`src/rtl/core/decimal_literal_recognizer_macros.svh`:
```
// assertion macros for the decimal literal recognizer
`ifndef DECIMAL_LITERAL_RECOGNIZER_MACROS_SVH
`define DECIMAL_LITERAL_RECOGNIZER_MACROS_SVH

`ifndef ASSERT_OFF
`define DLR_ASSERT_SAME(lbl, ck, rn, a, b) \
  lbl: assert property (@(posedge ck) disable iff (!rn) (a) |-> (b)) \
    else $error("dlr same-cycle check failed");
`define DLR_ASSERT_NEXT(lbl, ck, rn, a, b) \
  lbl: assert property (@(posedge ck) disable iff (!rn) (a) |=> (b)) \
    else $error("dlr next-cycle check failed");
`else
`define DLR_ASSERT_SAME(lbl, ck, rn, a, b)
`define DLR_ASSERT_NEXT(lbl, ck, rn, a, b)
`endif

`endif

```
`src/rtl/core/dlr_pkg.sv`:
```
package dlr_pkg;

  typedef enum logic [9:0] {
    ST_LEAD  = 10'b00_0000_0001,
    ST_SIGN  = 10'b00_0000_0010,
    ST_INT   = 10'b00_0000_0100,
    ST_DOT   = 10'b00_0000_1000,
    ST_FRAC  = 10'b00_0001_0000,
    ST_EXP   = 10'b00_0010_0000,
    ST_ESIGN = 10'b00_0100_0000,
    ST_EDIG  = 10'b00_1000_0000,
    ST_TRAIL = 10'b01_0000_0000,
    ST_ERR   = 10'b10_0000_0000
  } scan_state_t;

  localparam logic [7:0] CH_SPACE = 8'd32;
  localparam logic [7:0] CH_TAB   = 8'd9;
  localparam logic [7:0] CH_CR    = 8'd13;
  localparam logic [7:0] CH_ZERO  = 8'd48;
  localparam logic [7:0] CH_NINE  = 8'd57;
  localparam logic [7:0] CH_DOT   = 8'd46;
  localparam logic [7:0] CH_LOW_E = 8'd101;
  localparam logic [7:0] CH_UP_E  = 8'd69;
  localparam logic [7:0] CH_PLUS  = 8'd43;
  localparam logic [7:0] CH_MINUS = 8'd45;

  typedef struct packed {
    logic [7:0] text_byte;
    logic       end_of_text;
  } dlr_item_t;

  typedef struct packed {
    logic      valid;
    dlr_item_t item;
  } dlr_stage_t;

  typedef struct packed {
    logic advance;
    logic at_start;
  } dlr_status_t;

  function automatic logic is_space(input logic [7:0] b);
    return (b == CH_SPACE) || ((b >= CH_TAB) && (b <= CH_CR));
  endfunction

  function automatic logic is_num(input logic [7:0] b);
    return (b >= CH_ZERO) && (b <= CH_NINE);
  endfunction

  function automatic logic is_sign(input logic [7:0] b);
    return (b == CH_PLUS) || (b == CH_MINUS);
  endfunction

  function automatic logic is_exp(input logic [7:0] b);
    return (b == CH_LOW_E) || (b == CH_UP_E);
  endfunction

  function automatic scan_state_t next_state(input scan_state_t s, input logic [7:0] b);
    scan_state_t n;
    n = ST_ERR;
    case (s)
      ST_LEAD: begin
        if (is_space(b)) n = ST_LEAD;
        else if (is_sign(b)) n = ST_SIGN;
        else if (is_num(b)) n = ST_INT;
      end
      ST_SIGN: begin
        if (is_num(b)) n = ST_INT;
      end
      ST_INT: begin
        if (is_num(b)) n = ST_INT;
        else if (b == CH_DOT) n = ST_DOT;
        else if (is_exp(b)) n = ST_EXP;
        else if (is_space(b)) n = ST_TRAIL;
      end
      ST_DOT: begin
        if (is_num(b)) n = ST_FRAC;
      end
      ST_FRAC: begin
        if (is_num(b)) n = ST_FRAC;
        else if (is_exp(b)) n = ST_EXP;
        else if (is_space(b)) n = ST_TRAIL;
      end
      ST_EXP: begin
        if (is_sign(b)) n = ST_ESIGN;
        else if (is_num(b)) n = ST_EDIG;
      end
      ST_ESIGN: begin
        if (is_num(b)) n = ST_EDIG;
      end
      ST_EDIG: begin
        if (is_num(b)) n = ST_EDIG;
        else if (is_space(b)) n = ST_TRAIL;
      end
      ST_TRAIL: begin
        if (is_space(b)) n = ST_TRAIL;
      end
      default: begin
        n = ST_ERR;
      end
    endcase
    return n;
  endfunction

endpackage

```
`src/rtl/core/dlr_in_if.sv`:
```
interface dlr_in_if;
  logic       valid;
  logic       ready;
  logic [7:0] text_byte;
  logic       end_of_text;

  modport source (output valid, output text_byte, output end_of_text, input ready);
  modport sink (input valid, input text_byte, input end_of_text, output ready);
endinterface

```
`src/rtl/core/dlr_out_if.sv`:
```
interface dlr_out_if;
  logic valid;
  logic ready;
  logic is_valid;

  modport source (output valid, output is_valid, input ready);
  modport sink (input valid, input is_valid, output ready);
endinterface

```
`src/rtl/core/dlr_in_stage.sv`:
```
module dlr_in_stage (
  input  logic                 clk,
  input  logic                 rst_n,
  dlr_in_if.sink               in_ch,
  input  dlr_pkg::dlr_status_t status,
  output dlr_pkg::dlr_stage_t  stage
);
  import dlr_pkg::*;

  logic      valid_r;
  logic      valid_nxt;
  dlr_item_t item_r;
  logic      take;

  assign in_ch.ready = !valid_r || status.advance;
  assign take        = in_ch.valid && in_ch.ready;

  always_comb begin
    valid_nxt = valid_r;
    if (take) valid_nxt = 1'b1;
    else if (status.advance) valid_nxt = 1'b0;
  end

  always_ff @(posedge clk) begin
    if (!rst_n) begin
      valid_r <= 1'b0;
    end else begin
      valid_r <= valid_nxt;
    end
  end

  always_ff @(posedge clk) begin
    if (take) begin
      item_r.text_byte   <= in_ch.text_byte;
      item_r.end_of_text <= in_ch.end_of_text;
    end
  end

  assign stage.valid = valid_r;
  assign stage.item  = item_r;
endmodule

```
`src/rtl/core/dlr_scanner.sv`:
```
module dlr_scanner (
  input  logic                 clk,
  input  logic                 rst_n,
  input  dlr_pkg::dlr_stage_t  stage,
  dlr_out_if.source            out_ch,
  output dlr_pkg::dlr_status_t status
);
  import dlr_pkg::*;

  scan_state_t state_r;
  scan_state_t state_nxt;
  logic        out_valid_r;
  logic        out_valid_nxt;
  logic        verdict_r;
  logic        advance;
  logic        closing;
  logic        accept_ok;

  assign advance = stage.valid &&
                   (!stage.item.end_of_text || !out_valid_r || out_ch.ready);
  assign closing = advance && stage.item.end_of_text;

  assign accept_ok = (state_r == ST_INT) || (state_r == ST_FRAC) ||
                     (state_r == ST_EDIG) || (state_r == ST_TRAIL);

  always_comb begin
    state_nxt = state_r;
    if (closing) state_nxt = ST_LEAD;
    else if (advance) state_nxt = next_state(state_r, stage.item.text_byte);
  end

  always_comb begin
    out_valid_nxt = out_valid_r;
    if (closing) out_valid_nxt = 1'b1;
    else if (out_ch.ready) out_valid_nxt = 1'b0;
  end

  always_ff @(posedge clk) begin
    if (!rst_n) begin
      state_r     <= ST_LEAD;
      out_valid_r <= 1'b0;
    end else begin
      state_r     <= state_nxt;
      out_valid_r <= out_valid_nxt;
    end
  end

  // verdict register, loaded when the end transaction moves through
  always_ff @(posedge clk) begin
    if (closing) begin
      verdict_r <= accept_ok;
    end
  end

  assign out_ch.valid    = out_valid_r;
  assign out_ch.is_valid = verdict_r;
  assign status.advance  = advance;
  assign status.at_start = (state_r == ST_LEAD);
endmodule

```
`src/rtl/core/decimal_literal_recognizer.sv`:
```
// a byte transaction is registered in the input stage, then updates the scanner state register
// an end transaction is registered in the input stage, then loads the verdict register shown on the output
// one transaction per cycle when not stalled, set by the combinational state table lookup
// a held verdict stalls only a following end transaction, bytes keep flowing
// reset (rst_n low, synchronous): both stages empty, scanner in its start state
`include "decimal_literal_recognizer_macros.svh"

module decimal_literal_recognizer (
  input  logic      clk,
  input  logic      rst_n,
  dlr_in_if.sink    in_ch,
  dlr_out_if.source out_ch
);
  import dlr_pkg::*;

  dlr_stage_t  stage;
  dlr_status_t status;

  dlr_in_stage u_in_stage (
    .clk    (clk),
    .rst_n  (rst_n),
    .in_ch  (in_ch),
    .status (status),
    .stage  (stage)
  );

  dlr_scanner u_scanner (
    .clk    (clk),
    .rst_n  (rst_n),
    .stage  (stage),
    .out_ch (out_ch),
    .status (status)
  );

  `DLR_ASSERT_NEXT(a_end_restarts, clk, rst_n, stage.valid && stage.item.end_of_text && status.advance, status.at_start)
  `DLR_ASSERT_NEXT(a_end_gives_verdict, clk, rst_n, stage.valid && stage.item.end_of_text && status.advance, out_ch.valid)
  `DLR_ASSERT_SAME(a_no_overwrite, clk, rst_n, stage.valid && !status.advance, !in_ch.ready)
endmodule
```
`src/flat_wrapper.sv`:
```
// flat-port wrapper written by rule: the top's interface ports become plain ports
module decimal_literal_recognizer_flat import dlr_pkg::*;
  (clk, rst_n, in_ch_valid, in_ch_text_byte, in_ch_end_of_text, in_ch_ready, out_ch_valid, out_ch_is_valid, out_ch_ready);
  dlr_in_if in_ch_i ();
  dlr_out_if out_ch_i ();
  input  logic clk;
  input  logic rst_n;
  input wire logic [$bits(in_ch_i.valid)-1:0] in_ch_valid;
  input wire logic [$bits(in_ch_i.text_byte)-1:0] in_ch_text_byte;
  input wire logic [$bits(in_ch_i.end_of_text)-1:0] in_ch_end_of_text;
  output wire logic [$bits(in_ch_i.ready)-1:0] in_ch_ready;
  output wire logic [$bits(out_ch_i.valid)-1:0] out_ch_valid;
  output wire logic [$bits(out_ch_i.is_valid)-1:0] out_ch_is_valid;
  input wire logic [$bits(out_ch_i.ready)-1:0] out_ch_ready;
  assign in_ch_i.valid = in_ch_valid;
  assign in_ch_i.text_byte = in_ch_text_byte;
  assign in_ch_i.end_of_text = in_ch_end_of_text;
  assign in_ch_ready = in_ch_i.ready;
  assign out_ch_valid = out_ch_i.valid;
  assign out_ch_is_valid = out_ch_i.is_valid;
  assign out_ch_i.ready = out_ch_ready;
  decimal_literal_recognizer u_core (.clk(clk), .rst_n(rst_n), .in_ch(in_ch_i), .out_ch(out_ch_i));
endmodule
```
`config.mk`:
```
export PLATFORM = sky130hd
export DESIGN_NAME = decimal_literal_recognizer_flat
export DESIGN_NICKNAME = d
export VERILOG_FILES = /design/src/rtl/core/dlr_pkg.sv /design/src/rtl/core/dlr_in_if.sv /design/src/rtl/core/dlr_out_if.sv /design/src/rtl/core/dlr_in_stage.sv /design/src/rtl/core/dlr_scanner.sv /design/src/rtl/core/decimal_literal_recognizer.sv /design/src/flat_wrapper.sv
export VERILOG_INCLUDE_DIRS = /design/src /design/src/rtl/core
export SDC_FILE = /design/constraint.sdc
export NUM_CORES = 1
export LEC_CHECK = 0
export BUFFER_PORTS_ARGS = -buffer_cell sky130_fd_sc_hd__buf_2
export CORE_ASPECT_RATIO = 1.75
export CORE_MARGIN = 5
export CORE_UTILIZATION = 57
export CTS_CLUSTER_DIAMETER = 80
export DETAILED_ROUTE_END_ITERATION = 16
export HOLD_SLACK_MARGIN = 0.08
export PLACE_DENSITY = 0.78
export SYNTH_ARGS = -nofsm -noshare
export SYNTH_HDL_FRONTEND = slang
export SYNTH_HIERARCHICAL = 1
export SYNTH_SLANG_ARGS = --single-unit
export TNS_END_PERCENT = 5
```
`constraint.sdc`:
```
create_clock -name clk -period 2.48 [get_ports clk]
set_clock_uncertainty 0.05 [all_clocks]
set_input_delay 0.496 -clock clk [delete_from_list [all_inputs] [get_ports clk]]
set_output_delay 0.496 -clock clk [all_outputs]
set_load 0.1 [all_outputs]
```
Word level (Yosys, flattened, before mapping):

Cells that the tools add are included.

* flip-flop bits (word level): 22
* output and inout port bits: 3

* order comparisons: 4
* equality and inequality tests: 15
* multiplexer cells: 17
* bitwise logic cells: 1
* reductions and logical operators: 20

Operators by type and width (count)
* 2-to-1 mux 10 bit: 12
* case mux 10 bit (9 select lines): 1
* equality test 8 x 6 -> 1 bit (second input constant): 4
* equality test 8 x 7 -> 1 bit (second input constant): 2
* equality test 10 x 1 -> 1 bit (second input constant): 1
* equality test 10 x 2 -> 1 bit (second input constant): 1
* equality test 10 x 3 -> 1 bit (second input constant): 1
* equality test 10 x 4 -> 1 bit (second input constant): 1
* equality test 10 x 5 -> 1 bit (second input constant): 1
* equality test 10 x 6 -> 1 bit (second input constant): 1
* equality test 10 x 7 -> 1 bit (second input constant): 1
* equality test 10 x 8 -> 1 bit (second input constant): 1
* equality test 10 x 9 -> 1 bit (second input constant): 1
* logical OR 1 bit: 9
* greater-or-equal comparator 8 x 4 -> 1 bit (second input constant): 1
* greater-or-equal comparator 8 x 6 -> 1 bit (second input constant): 1
* <= comparator 8 x 4 -> 1 bit (second input constant): 1
* <= comparator 8 x 6 -> 1 bit (second input constant): 1
* logical AND 1 bit: 5
* 2-to-1 mux 1 bit: 4
* nonzero test 2 bit: 2
* logical NOT 1 bit: 3
* OR reduction 2 bit: 1
* NOT 1 bit: 1

Logic depth before layout (Yosys ltp):

Gate-level depths: netlist of run 1.

* depth after elaboration: 8
* mapped depth: 7
* mapped depth without buffers: 7

By module:

Netlist of run 1, hierarchy kept.

By module, submodules not included
* dlr_scanner: instances 1, cells each 140, area each 1076.0 sq um, seq. area each 250.2 sq um
* dlr_in_stage: instances 1, cells each 15, area each 335.3 sq um, seq. area each 290.3 sq um

Worst setup path before layout of run 1:

No wires, ideal clock.

* path type: reg-to-reg
* start: register u_core.u_scanner.out_valid_r (netlist: u_core/u_scanner/out_ch.valid)
* end: register u_core.u_in_stage.item_r, in the netlist u_core/u_in_stage/stage[0] (enable)
* library setup time: 250 ps
* arrival time: 2132 ps
* path slack: 48 ps
* stages on the path, launching flop included: 7
* path buffers: 1
* clock period less this slack: 2432 ps
* cells stage by stage: dfxtp_1 nand3b_1 nand2_1 inv_1 buf_4 nand2b_4 and2_4

* longest elaborated chain between the ends: 6

RTL lines
* from (decl): RTL line dlr_scanner.sv:12 `logic out_valid_r;`
* from (signal assigned): RTL line dlr_scanner.sv:44 `out_valid_r <= out_valid_nxt;`
* logical NOT 1 bit: RTL line dlr_scanner.sv:20 `(!stage.item.end_of_text || !out_valid_r || out_ch.ready);`
* logical OR 1 bit (2 in a row): RTL line dlr_scanner.sv:20
* logical AND 1 bit: RTL line dlr_scanner.sv:19 `assign advance = stage.valid &&`
* named net u_core.u_scanner.advance: RTL line dlr_scanner.sv:15 `logic advance;`
* logical OR 1 bit: RTL line dlr_in_stage.sv:15 `assign in_ch.ready = !valid_r || status.advance;`
* named net in_ch_ready: RTL line flat_wrapper.sv:11 `output wire logic [$bits(in_ch_i.ready)-1:0] in_ch_ready;`
* logical AND 1 bit: RTL line dlr_in_stage.sv:16 `assign take = in_ch.valid && in_ch.ready;`
* named net u_core.u_in_stage.take: RTL line dlr_in_stage.sv:13 `logic take;`
* to (decl): RTL line dlr_in_stage.sv:12 `dlr_item_t item_r;`

The timed path passes the listed nets, and every way through them passes these cells.
A chain may end at the register's enable or synchronous reset.

Worst setup path after layout of run 1:

* start: register u_core.u_in_stage.item_r, in the netlist u_core/u_in_stage/stage[3]
* end: register u_core.u_scanner.state_r[9]

* longest elaborated chain between the ends: 8
* elaborated cells between the ends (all ways): 28
* classes of those cells: 4 x order compare; 6 x eq/ne; 13 x mux; 5 x reduce/logical

RTL lines
* greater-or-equal comparator 8 x 4 -> 1 bit / <= comparator 8 x 4 -> 1 bit (equally long branches): RTL line dlr_pkg.sv:43 `return (b == CH_SPACE) || ((b >= CH_TAB) && (b <= CH_CR));`
* logical AND 1 bit: RTL line dlr_pkg.sv:43
* logical OR 1 bit: RTL line dlr_pkg.sv:43
* 2-to-1 mux 10 bit
* 2-to-1 mux 10 bit: RTL line dlr_pkg.sv:81 `else if (is_exp(b)) n = ST_EXP;`
* 2-to-1 mux 10 bit: RTL line dlr_pkg.sv:72 `else if (b == CH_DOT) n = ST_DOT;`
* 2-to-1 mux 10 bit: RTL line dlr_pkg.sv:71 `if (is_num(b)) n = ST_INT;`
* case mux 10 bit (9 select lines) (*): RTL line dlr_pkg.sv:61 `case (s)`
* to (signal assigned): RTL line dlr_scanner.sv:43 `state_r <= state_nxt;`
* to (decl): RTL line dlr_scanner.sv:10 `scan_state_t state_r;`

Mark *: on every way between the ends. The rest lies on a longest branch, timed or not.

==> results of run 1 <==
==> stage by stage <==
| step | power [µW] | area (µm²) | hold WS, ns | setup WS (ns) | utilization (%) |
|---|---|---|---|---|---|
| 2_1_floorplan | 530.0 | 1408 | 0.5111 | 0.04766 | - |
| 3_3_place_gp | 578.1 | 1550 | 0.4950 | 0.2496 | 63.73 |
| 3_5_place_dp | 584.9 | 1550 | 0.5148 | 0.1523 | 63.73 |
| 4_1_cts | 836.9 | 1605 | 0.3536 | 0.1312 | 66.00 |
| 5_1_grt | 875.5 | 1605 | 0.3467 | 0.04910 | 66.00 |
| 6_report | 839.1 | 1605 | 0.3524 | 0.1041 | 66.00 |
==> registers in the layout, summed over array words and instances, names as in the netlist <==
signal / flops
u_core/u_scanner/out_ch.valid: 1
u_core/u_in_stage/stage: 9
u_core/u_scanner/state_r: 10
u_core/u_in_stage/valid_r: 1
u_core/u_scanner/out_ch.is_valid: 1
==> where the power goes <==
part	switching (µW)	leakage, µW	internal [µW]
combinational	95.5	0.000371	66.6
sequential	20.8	0.000193	398
clock	117	0.0000288	142
==> layout make-up <==
class / instances / area (µm²)
clock buffers: 4 / 55.05
fillers: 185 / 827.0
inverters: 7 / 26.28
multi-input cells: 116 / 785.8
flip-flops and latches: 22 / 540.5
well taps: 26 / 32.53
repair buffers: 25 / 165.2
==> layer usage <==
layer  track usage, %  part of all wire (%)  vias up
li1                 -                     -      619
met1            25.04                    33      639
met2            41.79                    53       82
met3            5.674                   5.9       29
met4            16.17                   8.2        0
met5                0                     0        -
==> worst max-delay path by stage <==
stage	slack [ns]	cells after the start	start	endpoint
6_report	0.10	6	u_core/u_in_stage/stage[3]	u_core/u_scanner/state_r[9]
5_1_grt	0.05	5	u_core/u_in_stage/stage[3]	u_core/u_scanner/state_r[8]
4_1_cts	0.13	6	u_core/u_in_stage/stage[3]	u_core/u_scanner/state_r[9]
3_5_place_dp	0.15	6	u_core/u_in_stage/stage[3]	u_core/u_scanner/state_r[9]
3_3_place_gp	0.25	6	u_core/u_scanner/state_r[2]	u_core/u_scanner/state_r[2]
2_1_floorplan	0.05	6	u_core/u_scanner/out_ch.valid	u_core/u_in_stage/stage[0]
==> worst register-to-register path: stages (launching register included) <==
cell and delay, ns:
edfxtp_1 0.47, or3_1 0.38, or3b_1 0.40, a2111o_1 0.50, a311oi_1 0.24, o32a_1 0.16, o21ai_1 0.06
==> out/results.tsv, run 1 <==
stage	metric	value	unit
clock_network	htree_levels	1	
cells_and_area	num_antenna_cells	0	
worst_setup_path	worst-path-max-fanout	6	
power_and_ir_drop	max-vdd-ir-drop	0.4293	mV
worst_setup_path	reg2reg_slack	0.10	ns
worst_setup_path	reg2reg_from	u_core/u_in_stage/stage[3]	
worst_setup_path	cp_slowest_cell	a2111o_1	
cells_and_area	mostFrequentLayoutCells	buf_2 (14), nand2_1 (14), nor2_1 (14)	
cells_and_area	area_growth	14.04	%
placement	place_hpwl	2890	µm
worst_setup_path	r2r-end	u_core/u_scanner/state_r[9]	
placement	portBuffers	15	
clock_network	cts_tree	done	
yosys	synthesis.nets	167	
worst_setup_path	worstPathRequired	2.58	ns
worst_setup_path	r2r_cells	6	
worst_setup_path	start_kind	register	
worst_setup_path	endpoint_kind	register	
route	wl_per_cell	18.94	µm
cells_and_area	fin_nets	188	
placement	place_inst	196	
route	drt_iter0_drc	89	
yosys	yosys_warnings	6	
yosys	avgSynthCellArea	9.140	µm²
die	rows	24	
hold_path	hold_class	in2reg	
yosys	syn_area	1408	µm²
timing	period_share	95.80	%
clock_network	postCtsSetupRepairBufs	0	
worst_setup_path	critPathArrivalTime	2.48	ns
timing	fmax	420.9	MHz
flow_run	cap_viol_max_count	0	
power_and_ir_drop	powerDensity	522.7	nW/µm²
clock_network	clk_pin_slew	0.08	ns
clock_network	clk_latency	0.26	ns
worst_setup_path	crit_buf_inv	0	
timing	tightest_slew	0.5049	ns
clock_network	postCtsHoldBufs	0	
die	core-area	2432	µm²
hold_path	whs_path_depth	1	
worst_setup_path	worstPathCellList	or3_1 > or3b_1 > a2111o_1 > a311oi_1 > o32a_1 > o21ai_1	
die	pin_count	16	
worst_setup_path	slowest_delay	0.50	ns
timing	setup_viol	0	
timing	fin_setup_tns	0	ns
timing	rsz0062_at_grt	false	
global_route	grt_pass1_vias	1335	
route	drc_errors	0	
worst_setup_path	critPathTopFamily	compound AO/OA/AOI/OAI gates	
global_route	grt_max_degree	17	
hold_path	hold_start	in_ch_text_byte[7]	
route	routed_wl	3787	µm
cells_and_area	drive_above_1_share	22.41	%
global_route	grt_pass1_wl	6203	µm
global_route	grtUsageTotal	24.37	%
clock_network	cts_buffer_depth	2	
hold_path	hold_end	u_core/u_in_stage/stage[8]	
clock_network	cts_buffers	3	
clock_network	cts_resized	0	
route	viasPerCell	6.845	
route	via_count	1369	
run_status	status	completed	
global_route	grt-ovfl-total	0	
global_route	antenna_found_initial	0	
timing	fin_crit	2.376	ns
route	antenna_left	0	
cells_and_area	layout.cells.non_filler	200	
die	die_h	75.74	µm
die	dieWidth	47.57	µm
timing	hold_viol_final	0	
power_and_ir_drop	p_leak	0.0005926	µW
timing	drv_slew	0	
route	firstDrtPassIters	5	
placement	gp_congestion	1.036	
clock_network	cts_sinks	22	
die	start_util	57.87	%
worst_setup_path	criticalPathCategory	reg2reg	
yosys	syn_inst	154	
clock_network	clockRootBuffer	clkbuf_8	
die	die_area	3602	µm²
timing	relSlewSlack	66.03	%
Note: power is estimated with default switching activity, not from simulation.
==> inputs of run 2 (changes only) <==
Settings changed: SETUP_SLACK_MARGIN from default to 0.15.
==> out/results.tsv, run 2 (synthesis gave the netlist of run 1 again) <==
stage	metric	value	unit	change
run_status	status	completed		
die	die_area	3602	µm²	unchanged
global_route	grt-ovfl-total	0		unchanged
cells_and_area	fin_nets	190		+1.1%
timing	setup_viol	0		unchanged
placement	gp_congestion	1.005		-3.1%
global_route	grt_pass1_vias	1276		-4.4%
die	rows	24		unchanged
clock_network	cts_sinks	22		unchanged
placement	place_hpwl	2772	µm	-4.1%
clock_network	postCtsHoldBufs	0		unchanged
timing	period_share	96.05	%	+0.25 points
route	drc_errors	0		unchanged
worst_setup_path	cp_slowest_cell	edfxtp_1		
worst_setup_path	worstPathCellList	or3_4 > or3b_4 > a2111o_1 > a311oi_2 > o32a_1 > o21ai_1		
route	via_count	1366		-0.22%
power_and_ir_drop	max-vdd-ir-drop	0.3964	mV	-7.7%
clock_network	clk_pin_slew	0.08	ns	about the same
cells_and_area	layout.cells.non_filler	202		+1.0%
die	pin_count	16		unchanged
route	viasPerCell	6.762		-1.2%
worst_setup_path	criticalPathCategory	reg2reg		
route	firstDrtPassIters	4		-1
global_route	antenna_found_initial	0		unchanged
timing	tightest_slew	0.5365	ns	+0.03150 ns
clock_network	clk_latency	0.27	ns	about the same
global_route	grt_pass1_wl	5996	µm	-3.3%
clock_network	cts_buffer_depth	2		unchanged
global_route	grtUsageTotal	23.79	%	-0.59 points
clock_network	cts_buffers	3		unchanged
timing	fmax	419.8	MHz	-0.26%
worst_setup_path	crit_buf_inv	0		unchanged
timing	fin_setup_tns	0	ns	unchanged
worst_setup_path	critPathTopFamily	compound AO/OA/AOI/OAI gates		
route	antenna_left	0		unchanged
die	core-area	2432	µm²	unchanged
worst_setup_path	start_kind	register		
power_and_ir_drop	powerDensity	533.6	nW/µm²	+2.1%
timing	drv_slew	0		unchanged
route	wl_per_cell	19.01	µm	+0.40%
clock_network	clockRootBuffer	clkbuf_8		
die	dieWidth	47.57	µm	unchanged
cells_and_area	largest-register	u_core/u_scanner/state_r		
timing	hold_ws	0.3487	ns	-0.003744 ns
flow_run	cap_viol_max_count	0		unchanged
cells_and_area	mostFrequentLayoutCells	buf_2 (14), nand2_1 (14), nor2_1 (14)		
global_route	grt_max_degree	17		unchanged
power_and_ir_drop	p_leak	0.0006170	µW	+4.1%
placement	place_inst	195		-0.51%
worst_setup_path	worst-path-max-fanout	2		-4
worst_setup_path	slowest_delay	0.42	ns	-0.08 ns
die	start_util	57.87	%	unchanged
cells_and_area	fillerInstances	185		unchanged
timing	fin_crit	2.382	ns	+0.006236 ns
clock_network	htree_levels	1		unchanged
route	drt_iter0_drc	77		-13%
cells_and_area	fin_util	68.42	%	+2.4 points
cells_and_area	multi_input_area	817.0	µm²	+4.0%
clock_network	cts_tree	done		
die	die_h	75.74	µm	unchanged
hold_path	hold_class	in2reg		
cells_and_area	seqCellArea	541.8	µm²	+0.23%
timing	rsz0062_at_grt	true		
route	routed_wl	3840	µm	+1.4%
timing	hold_viol_final	0		unchanged
cells_and_area	largest_reg_flops	10		unchanged
worst_setup_path	endpoint_kind	register		
cells_and_area	area_growth	18.22	%	
worst_setup_path	critPathArrivalTime	2.49	ns	about the same
placement	portBuffers	15		unchanged
cells_and_area	drive_above_1_share	27.27	%	+4.9 points
timing	relSlewSlack	63.91	%	-2.1 points
cells_and_area	num_antenna_cells	0		unchanged
worst_setup_path	worstPathRequired	2.59	ns	about the same
## run 2: cell types whose count changed in the layout (fill, tap and decap cells not counted), sizes merged
cell / previous run / this run
buf: 25 / 27
## run 2: worst paths after layout
check	startpoint	slack, ns	endpoint	depth (start not counted)
max	u_core/u_in_stage/stage[2]	0.1	u_core/u_scanner/state_r[9]	6
min	in_ch_end_of_text	0.35	u_core/u_in_stage/stage[0]	1
max reg2reg	u_core/u_in_stage/stage[2]	0.1	u_core/u_scanner/state_r[9]	6
min reg2reg	u_core/u_in_stage/valid_r	0.53	u_core/u_in_stage/valid_r	2
## run 2: area by class of cell
| class | instances | area share (%) |
|---|---|---|
| multi-input cells | 116 | 49.10 |
| flip-flops and latches | 22 | 32.56 |
| repair buffers | 27 | 10.83 |
| clock buffers | 4 | 3.985 |
| well taps | 26 | 1.955 |
| inverters | 7 | 1.579 |
## run 2: layer usage
layer | global-route usage, % | share of wire, % | vias to the layer above
met5 | 0 | 0 | -
met4 | 18.26 | 9.0 | 0
met3 | 3.310 | 5.1 | 37
met2 | 40.30 | 52 | 81
met1 | 25.07 | 34 | 621
li1 | - | - | 627
## run 2: through the flow
stage | power [µW] | setup slack, ns | cell area [µm²]
final | 888.0 | 0.09785 | 1664
after global routing | 927.9 | 0.07967 | 1664
after CTS | 882.4 | 0.08471 | 1632
after detailed placement | 582.7 | 0.06121 | 1544
after global placement | 577.0 | 0.1254 | 1544
after floorplan | 530.2 | 0.2574 | 1409
## run 2: report_power, final
group | internal [µW] | switching, µW | leakage, µW
Sequential | 398 | 22.6 | 0.000193
Clock | 175 | 120 | 0.0000339
Combinational | 71.1 | 101 | 0.000390
Total | 644 | 244 | 0.000617
## run 2: repair_timing
item                                    CTS  global route
setup buffers                             2             1
pin swaps                                 1             1
endpoints found under the setup margin    2             3
gates resized for setup                   1             6
